### src/sv/motor_soft_start_stop_ramp_unit_assert.svh
// Assertion macros shared by the soft start and stop ramp unit.
`ifndef MOTOR_SOFT_START_STOP_RAMP_UNIT_ASSERT_SVH
`define MOTOR_SOFT_START_STOP_RAMP_UNIT_ASSERT_SVH

// Same-cycle implication, checked outside reset.
`define MSSR_ASSERT_NOW(lbl, ante, cons, msg) \
  lbl: assert property (@(posedge clk) disable iff (!rst_n) (ante) |-> (cons)) \
    else $error(msg);

// Next-cycle implication, checked outside reset.
`define MSSR_ASSERT_NEXT(lbl, ante, cons, msg) \
  lbl: assert property (@(posedge clk) disable iff (!rst_n) (ante) |=> (cons)) \
    else $error(msg);

`endif

### src/sv/mssr_pkg.sv
package mssr_pkg;

  typedef struct packed {
    logic [1:0]  command;
    logic [15:0] target_duty;
    logic [15:0] motor_speed;
  } in_t;

  typedef struct packed {
    logic [10:0] pwm_compare;
    logic        motor_enable;
    logic [1:0]  mode;
    logic [9:0]  ramped_duty;
  } out_t;

  // Command codes.
  localparam logic [1:0] KEY_START = 2'd1;
  localparam logic [1:0] KEY_STOP  = 2'd2;

  // Mode codes.
  localparam logic [1:0] MODE_IDLE  = 2'd0;
  localparam logic [1:0] MODE_RUN   = 2'd1;
  localparam logic [1:0] MODE_PAUSE = 2'd2;

  // Register indexes.
  localparam int unsigned CFG_ADDR_W = 3;
  localparam logic [CFG_ADDR_W-1:0] REG_MIN_DUTY_RUN   = 3'd0;
  localparam logic [CFG_ADDR_W-1:0] REG_MIN_DUTY_PAUSE = 3'd1;
  localparam logic [CFG_ADDR_W-1:0] REG_RAMP_DELAY     = 3'd2;
  localparam logic [CFG_ADDR_W-1:0] REG_STOP_SPEED     = 3'd3;
  localparam logic [CFG_ADDR_W-1:0] REG_MAX_TARGET     = 3'd4;

  // Register reset values.
  localparam logic [7:0]  RST_MIN_DUTY_RUN   = 8'd35;
  localparam logic [7:0]  RST_MIN_DUTY_PAUSE = 8'd20;
  localparam logic [7:0]  RST_RAMP_DELAY     = 8'd20;
  localparam logic [15:0] RST_STOP_SPEED     = 16'd150;
  localparam logic [9:0]  RST_MAX_TARGET     = 10'd600;

endpackage

### src/sv/motor_soft_start_stop_ramp_unit.sv
// Channel   Ports                          Direction  Payload
// input     in_valid, in_ready, in_data    in         mssr_pkg::in_t (one control tick)
// result    out_valid, out_ready, out_data out        mssr_pkg::out_t (one per tick)
// config    cfg_we, cfg_addr, cfg_wdata    in         five registers, no wait, no read-back
//
// A tick is registered on entry into the stage-one register and evaluated there; its result
// goes to the output register when stage one advances. Unless the output stalls, one tick
// is taken every cycle; the limit is the single evaluation stage feeding the
// output register, which holds a stalled result while the input register takes the next.
// Reset (rst_n, synchronous) clears the mode, ramp state, both stages and restores the
// register defaults. A stall at the output backs up through the input register.

`include "motor_soft_start_stop_ramp_unit_assert.svh"

module motor_soft_start_stop_ramp_unit (
  input  logic                                  clk,
  input  logic                                  rst_n,
  input  logic                                  in_valid,
  output logic                                  in_ready,
  input  mssr_pkg::in_t                         in_data,
  output logic                                  out_valid,
  input  logic                                  out_ready,
  output mssr_pkg::out_t                        out_data,
  input  logic                                  cfg_we,
  input  logic [mssr_pkg::CFG_ADDR_W-1:0]       cfg_addr,
  input  logic [15:0]                           cfg_wdata
);

  // Phases within run and pause.
  localparam logic       RUN_START   = 1'b0;
  localparam logic       RUN_RAMP    = 1'b1;
  localparam logic [1:0] PAUSE_ENTER = 2'd0;
  localparam logic [1:0] PAUSE_RAMP  = 2'd1;
  localparam logic [1:0] PAUSE_OFF   = 2'd2;

  // Configuration registers.
  logic [7:0]  min_run_r;
  logic [7:0]  min_pause_r;
  logic [7:0]  ramp_delay_r;
  logic [15:0] stop_speed_r;
  logic [9:0]  max_target_r;

  // Ramp state.
  logic [1:0] mode_r, mode_nxt;
  logic       run_phase_r, run_phase_nxt;
  logic [1:0] pause_phase_r, pause_phase_nxt;
  logic [9:0] duty_r, duty_nxt;
  logic [7:0] up_cnt_r, up_cnt_nxt;
  logic [7:0] dn_cnt_r, dn_cnt_nxt;
  logic       drive_on_r, drive_on_nxt;

  // Pipeline stages.
  logic           s1_valid_r;
  mssr_pkg::in_t  s1_data_r;
  logic           out_valid_r;
  mssr_pkg::out_t out_data_r, out_data_nxt;
  logic           s1_adv;

  // Evaluation temporaries.
  logic [9:0]  tgt;
  logic [8:0]  up_inc;
  logic [8:0]  dn_inc;
  logic        up_fire;
  logic        dn_fire;
  logic [1:0]  mode_cmd;
  logic [10:0] pwm;

  // The stage-one tick moves on whenever the output register is empty or being drained,
  // so the input side is only held off by a genuine stall at the output.
  assign s1_adv   = s1_valid_r && (!out_valid_r || out_ready);
  assign in_ready = !s1_valid_r || s1_adv;

  assign out_valid = out_valid_r;
  assign out_data  = out_data_r;

  always_ff @(posedge clk) begin
    if (!rst_n) begin
      min_run_r    <= mssr_pkg::RST_MIN_DUTY_RUN;
      min_pause_r  <= mssr_pkg::RST_MIN_DUTY_PAUSE;
      ramp_delay_r <= mssr_pkg::RST_RAMP_DELAY;
      stop_speed_r <= mssr_pkg::RST_STOP_SPEED;
      max_target_r <= mssr_pkg::RST_MAX_TARGET;
    end else if (cfg_we) begin
      unique case (cfg_addr)
        mssr_pkg::REG_MIN_DUTY_RUN:   min_run_r    <= cfg_wdata[7:0];
        mssr_pkg::REG_MIN_DUTY_PAUSE: min_pause_r  <= cfg_wdata[7:0];
        mssr_pkg::REG_RAMP_DELAY:     ramp_delay_r <= cfg_wdata[7:0];
        mssr_pkg::REG_STOP_SPEED:     stop_speed_r <= cfg_wdata;
        mssr_pkg::REG_MAX_TARGET:     max_target_r <= cfg_wdata[9:0];
        default: begin
          // Writes beyond the register list are dropped.
        end
      endcase
    end
  end

  // The whole tick update. The command first decides the mode, then the step of that
  // mode runs in the same tick, exactly once per transfer leaving stage one.
  always_comb begin
    mode_nxt        = mode_r;
    run_phase_nxt   = run_phase_r;
    pause_phase_nxt = pause_phase_r;
    duty_nxt        = duty_r;
    up_cnt_nxt      = up_cnt_r;
    dn_cnt_nxt      = dn_cnt_r;
    drive_on_nxt    = drive_on_r;

    // The target is clipped to the programmed ceiling before any comparison.
    if (s1_data_r.target_duty > {6'd0, max_target_r}) begin
      tgt = max_target_r;
    end else begin
      tgt = s1_data_r.target_duty[9:0];
    end

    // Delay counters are compared in nine bits so that a delay of 255 still fires.
    up_inc  = {1'b0, up_cnt_r} + 9'd1;
    dn_inc  = {1'b0, dn_cnt_r} + 9'd1;
    up_fire = up_inc > {1'b0, ramp_delay_r};
    dn_fire = dn_inc > {1'b0, ramp_delay_r};

    mode_cmd = mode_r;
    if (mode_r == mssr_pkg::MODE_IDLE && s1_data_r.command == mssr_pkg::KEY_START) begin
      mode_cmd      = mssr_pkg::MODE_RUN;
      run_phase_nxt = RUN_START;
    end else if (mode_r == mssr_pkg::MODE_RUN &&
                 s1_data_r.command == mssr_pkg::KEY_STOP) begin
      mode_cmd        = mssr_pkg::MODE_PAUSE;
      pause_phase_nxt = PAUSE_ENTER;
    end
    mode_nxt = mode_cmd;

    if (mode_cmd == mssr_pkg::MODE_RUN) begin
      if (run_phase_nxt == RUN_START) begin
        // Fresh start: drive on at zero duty. The up counter is deliberately kept.
        drive_on_nxt  = 1'b1;
        duty_nxt      = '0;
        run_phase_nxt = RUN_RAMP;
      end else if (tgt > duty_r) begin
        if (up_fire) begin
          up_cnt_nxt = '0;
          duty_nxt   = duty_r + 10'd1;
        end else begin
          up_cnt_nxt = up_inc[7:0];
        end
      end else begin
        if (dn_fire) begin
          dn_cnt_nxt = '0;
          if (tgt < duty_r) begin
            duty_nxt = duty_r - 10'd1;
          end
        end else begin
          dn_cnt_nxt = dn_inc[7:0];
        end
      end
    end else if (mode_cmd == mssr_pkg::MODE_PAUSE) begin
      unique case (pause_phase_nxt)
        PAUSE_ENTER: begin
          pause_phase_nxt = PAUSE_RAMP;
          dn_cnt_nxt      = '0;
        end
        PAUSE_RAMP: begin
          // Ramp to zero first, then wait for the motor to slow below the threshold.
          if (dn_fire) begin
            dn_cnt_nxt = '0;
            if (duty_r != 10'd0) begin
              duty_nxt = duty_r - 10'd1;
            end else if (s1_data_r.motor_speed < stop_speed_r) begin
              pause_phase_nxt = PAUSE_OFF;
            end
          end else begin
            dn_cnt_nxt = dn_inc[7:0];
          end
        end
        PAUSE_OFF: begin
          drive_on_nxt    = 1'b0;
          pause_phase_nxt = PAUSE_ENTER;
          mode_nxt        = mssr_pkg::MODE_IDLE;
        end
        default: begin
          // The spare phase code is never entered and does nothing.
        end
      endcase
    end

    // The compare value adds the minimum of the mode the tick ends in.
    pwm = 11'd0;
    if (drive_on_nxt) begin
      if (mode_nxt == mssr_pkg::MODE_RUN) begin
        pwm = {1'b0, duty_nxt} + {3'd0, min_run_r};
      end else if (mode_nxt == mssr_pkg::MODE_PAUSE) begin
        pwm = {1'b0, duty_nxt} + {3'd0, min_pause_r};
      end else begin
        pwm = {1'b0, duty_nxt};
      end
    end

    out_data_nxt.pwm_compare  = pwm;
    out_data_nxt.motor_enable = drive_on_nxt;
    out_data_nxt.mode         = mode_nxt;
    out_data_nxt.ramped_duty  = duty_nxt;
  end

  always_ff @(posedge clk) begin
    if (!rst_n) begin
      s1_valid_r    <= 1'b0;
      out_valid_r   <= 1'b0;
      mode_r        <= mssr_pkg::MODE_IDLE;
      run_phase_r   <= RUN_START;
      pause_phase_r <= PAUSE_ENTER;
      duty_r        <= '0;
      up_cnt_r      <= '0;
      dn_cnt_r      <= '0;
      drive_on_r    <= 1'b0;
    end else begin
      if (in_ready) begin
        s1_valid_r <= in_valid;
      end
      if (s1_adv) begin
        out_valid_r   <= 1'b1;
        mode_r        <= mode_nxt;
        run_phase_r   <= run_phase_nxt;
        pause_phase_r <= pause_phase_nxt;
        duty_r        <= duty_nxt;
        up_cnt_r      <= up_cnt_nxt;
        dn_cnt_r      <= dn_cnt_nxt;
        drive_on_r    <= drive_on_nxt;
      end else if (out_ready) begin
        out_valid_r <= 1'b0;
      end
    end
  end

  // Payload registers carry no reset.
  always_ff @(posedge clk) begin
    if (in_valid && in_ready) begin
      s1_data_r <= in_data;
    end
    if (s1_adv) begin
      out_data_r <= out_data_nxt;
    end
  end

  // A disabled driver always shows a zero compare value.
  `MSSR_ASSERT_NOW(a_off_pwm_zero, out_valid_r && !out_data_r.motor_enable,
    out_data_r.pwm_compare == 11'd0, "pwm_compare non-zero while the driver is off")

  // Idle never leaves the driver switched on.
  `MSSR_ASSERT_NOW(a_idle_drive_off, mode_r == mssr_pkg::MODE_IDLE,
    !drive_on_r, "driver on while idle")

  // The duty moves by at most one per tick, or restarts at zero.
  `MSSR_ASSERT_NEXT(a_duty_step, s1_adv,
    duty_r == $past(duty_r) || duty_r == $past(duty_r) + 10'd1 ||
    duty_r == $past(duty_r) - 10'd1 || duty_r == 10'd0,
    "duty changed by more than one step")

endmodule

### config.mk
export PLATFORM = sky130hd
export DESIGN_NAME = motor_soft_start_stop_ramp_unit
export DESIGN_NICKNAME = d
export VERILOG_FILES = /design/src/sv/mssr_pkg.sv /design/src/sv/motor_soft_start_stop_ramp_unit.sv
export VERILOG_INCLUDE_DIRS = /design/src /design/src/sv
export SDC_FILE = /design/constraint.sdc
export NUM_CORES = 1
export LEC_CHECK = 0
export BUFFER_PORTS_ARGS = -buffer_cell sky130_fd_sc_hd__buf_2
export CELL_PAD_IN_SITES_DETAIL_PLACEMENT = 0
export CELL_PAD_IN_SITES_GLOBAL_PLACEMENT = 1
export CORE_MARGIN = 3
export CORE_UTILIZATION = 47
export CTS_BUF_LIST = sky130_fd_sc_hd__clkbuf_8
export CTS_CLUSTER_DIAMETER = 200
export CTS_CLUSTER_SIZE = 8
export DETAILED_ROUTE_END_ITERATION = 16
export PLACE_DENSITY_LB_ADDON = 0.1
export REMOVE_ABC_BUFFERS = 1
export SLEW_MARGIN = 15
export SYNTH_ARGS = -nofsm -noshare
export SYNTH_HDL_FRONTEND = slang
export SYNTH_SLANG_ARGS = --single-unit
### constraint.sdc
create_clock -name clk -period 9 [get_ports clk]
set_clock_uncertainty 0.2 [all_clocks]
set_input_delay 1.35 -clock clk [delete_from_list [all_inputs] [get_ports clk]]
set_output_delay 1.35 -clock clk [all_outputs]
set_load 0.05 [all_outputs]
==> results.md <==
* Setup TNS at 0 ns
* Register Area at 3423 um^2
* Post-CTS Hold Buffers at 0
* Number of antenna violations at the first check in global routing at 0
* Clock buffer depth at 2
* Drt pass-1 iters at 5
* Clk sinks at 142
* Leak at 3.785 nW
* Top_reg_cell synth: dfxtp_1
* Startpoint types: flop
* Antenna Cells at 0
* I/O pin cnt at 84
* GRT Overall Usage at 22.81%
* Status: finished clean
* CP max stage delay at 0.76 ns
* Via/cell ratio at 5.675
* Max-capacitance violation count at 0
* Clk_lat worst skew at 0.47 ns
* Area of the multi-input gates at 4707 um^2
* Clock root buffer: clkbuf_8
* Buf+Inv Stages, Crit Path at 3
* Initial core utilization at 48.82%
* Area of the die at 19870 um^2
* Die W at 141.0 um
* Core Region at 17540 um^2
* Area added between synthesis and finish at 11.33%
* CP delay by family, top: compound AO/OA/AOI/OAI gates
* Final cycle utilization of the critical path at 83.58%
* Placer Congestion at 0.8767
* Worst R2R Setup Slack at 1.48 ns
* Post-Syn Instances at 971
* Total gr overflow at 0
* Tmin final at 7.523 ns
* Vias in the first global route at 7004
* Vias at 7235
* Non-Filler Instances at 1275
* Post-synthesis register bit count at 142
* Crit end category: flop
* Synth area leaders: edfxtp_1 (20%), dfxtp_1 (20%), ha_1 (11%)
* H-tree level count at 4
* Sequential-to-total area share from yosys stat at 39.99%
* DR DRC count at 0
* Async SR Flop Fraction at 0%
* Die Y-Extent at 141.0 um
* Crit path required time at 8.99 ns
* Critical path class: flop to flop
* Inst Count DP at 1243
* Routed len/inst at 17.54 um
* R2R depth at 29
* Largest net degree at the start of global routing at 52
* Total Wirelength at 22.37 mm
* TritonCTS clock tree: yes
* Distinct cells, synth at 84
* Pwr/cell area at 146.8 nW/um^2
* Final nets at 1170
* CTS Buf Count at 17
* Syn Std Cell Area at 8561 um^2
* Min-delay worst type: flop to flop
* CP startpoint: max_target_r[1]$_SDFFE_PN0P_
* RSZ-0062 raised after global routing: no
* Slew Viols, Final at 0
* Post-DP HPWL at 16.62 mm
* Post-synth top area cell: edfxtp_1
* Yosys top cell area share at 20.34%
* Slew margin rel. at 42.68%
* Critical Path Stages at 29
* Worst Path Max Fanout at 12
* CP max stage cell: a21boi_1
* DRT iter0 DRCs at 425
* PortBufs at 83
* Number of cell rows at 48
* Ys Warns at 0
* Detail Route Antenna Nets at 0
* PostCTS Resize Cnt at 0
* Tightest Pin Transition at 0.8508 ns
* Final hold violations at 0
* First-pass GRT wire length at 36.09 mm
* Fmax at 0.1329 GHz
* CP endpoint: out_data[19]$_SDFFCE_PN0P_
* RR Startpoint: max_target_r[1]$_SDFFE_PN0P_
* Post CTS Setup Buffer Count at 0
* Reg-to-Reg End: out_data[19]$_SDFFCE_PN0P_
* Tot Pwr at 0.001400 W
* Worst-path clk slew at 0.10 ns
* Max VDD drop at 0.1094 mV
* Layout cell share with drive strength beyond 1 at 14.10%
* Syn Area/Cell at 8.816 um^2
* EDFF count, synth at 58
* Fillcell total at 1666
* Final setup violation count at 0
* Crit path DAT at 7.51 ns
logic make-up after synthesis:
group / after synthesis / share of synthesized area (%)
AO/OA/AOI/OAI: 269 / 21.02
flip-flops: 142 / 39.99
multiplexers: 7 / 0.8331
AND/OR/NAND/NOR: 342 / 19.23
adder cells (fa/ha/maj): 75 / 11.14
XOR/XNOR: 27 / 2.762
buffers and inverters: 109 / 5.028
worst register-to-register path, delay by kind of cell, from the launching register on:
| family | cells | cell delay (ns) |
|---|---|---|
| buffers and inverters | 3 | 0.38 |
| AND/OR/NAND/NOR | 5 | 0.79 |
| flip-flops | 1 | 0.40 |
| adder cells (fa/ha/maj) | 4 | 1.28 |
| AO/OA/AOI/OAI | 16 | 4.10 |
| XOR/XNOR | 1 | 0.10 |
routing by layer:
| metal | track usage (%) | wire length (um) | share of wire (%) |
|---|---|---|---|
| met1 | 30.60 | 10640 | 48 |
| met2 | 37.80 | 10440 | 47 |
| met5 | 0 | 0 | 0 |
| met4 | 8.006 | 499 | 2.2 |
| met3 | 3.256 | 797 | 3.6 |
placed cells by master, fill, tap and decap left out, types with 5 or more instances in the layout:
cell      synthesis  layout
a211oi_1         10      10
a21o_1           14      14
a21oi_1          97      97
a31oi_1           5       5
and2_1            6       6
and3_1            9       9
buf_2             5      83
buf_4             0       7
clkbuf_8          0      17
dfxtp_1          84      84
edfxtp_1         58      58
ha_1             73      73
inv_1            65      65
inv_6             0       7
mux2i_1           6       6
nand2_1         151     151
nand2b_1         12      12
nand3_1          33      33
nand3b_1          6       6
nand4_1          10      10
nor2_1           54      54
nor2b_1           7       7
nor3_1           11      11
o211ai_1         26      26
o21a_1            7       7
o21ai_0          39      39
o311ai_0          9       9
or2_2            10      10
or3_1             5       5
xnor2_1          19      19
xor2_1            8       8
flip-flops by register name, summed over array words and instances, names as in the netlist, 8 cells and up:
name	cells
max_target_r	10
s1_data_r	34
dn_cnt_r	8
out_data	24
stop_speed_r	16
min_run_r	8
ramp_delay_r	8
up_cnt_r	8
duty_r	10
min_pause_r	8
cells in the mapped netlist, types with 4 or more instances:
library cell and number:
nor2_1 54, nor2b_1 7, and3_1 9, o21ai_0 39, a211oi_1 10, a32o_1 4, o211ai_1 26, xor2_1 8
a2111oi_0 4, nand3b_1 6, dfxtp_1 84, buf_1 4, a31oi_1 5, xnor2_1 19, or2_2 10, nand3_1 33
nor3_1 11, nor4b_1 4, a21oi_1 97, mux2i_1 6, o21a_1 7, a211o_1 4, nand2_1 151, clkbuf_1 32
ha_1 73, nor3b_1 4, nor4_1 4, edfxtp_1 58, nand4_1 10, buf_2 5, inv_1 65, and2_1 6
o311ai_0 9, or3_1 5, nand2b_1 12, or4_1 4, a21o_1 14
final cells by class:
class,count,share of cell area [%]
Clock inverter,15,1.772
Sequential cell,142,35.92
Tap cell,225,2.954
Clock buffer,17,2.455
Multi-Input combinational cell,720,49.39
Timing Repair Buffer,90,4.910
Inverter,66,2.599
where the power goes:
group          switching [W]  internal (W)  leakage (nW)
Combinational       0.000109     0.0000548          2.34
Clock               0.000298      0.000233         0.206
Sequential         0.0000119      0.000692          1.24
Total               0.000419      0.000980          3.79
worst min path at each step:
stage | cells after the start | slack, ns | endpoint | startpoint
after floorplan | 2 | 0.23 | run_phase_r$_SDFFE_PN0P_ | run_phase_r$_SDFFE_PN0P_
after global placement | 2 | 0.24 | run_phase_r$_SDFFE_PN0P_ | run_phase_r$_SDFFE_PN0P_
after detailed placement | 2 | 0.25 | stop_speed_r[14]$_SDFFE_PN0P_ | stop_speed_r[14]$_SDFFE_PN0P_
after CTS | 2 | 0.26 | stop_speed_r[14]$_SDFFE_PN0P_ | stop_speed_r[14]$_SDFFE_PN0P_
after global routing | 2 | 0.27 | stop_speed_r[0]$_SDFFE_PN0P_ | stop_speed_r[0]$_SDFFE_PN0P_
final | 2 | 0.26 | stop_speed_r[10]$_SDFFE_PN0P_ | stop_speed_r[10]$_SDFFE_PN0P_
per-stage QoR:
| stage | instance area, um^2 | setup WS, ns | util, % | hold WS, ns |
|---|---|---|---|---|
| global route | 9530 | 0.8784 | 54.35 | 0.2718 |
| detailed placement | 9128 | 1.537 | 52.05 | 0.2467 |
| global placement | 9128 | 1.723 | 52.05 | 0.2424 |
| floorplan | 8378 | 2.407 | - | 0.2326 |
| finish | 9530 | 1.477 | 54.35 | 0.2594 |
| CTS | 9530 | 1.529 | 54.35 | 0.2598 |
Power figures use the tool's default switching activity.
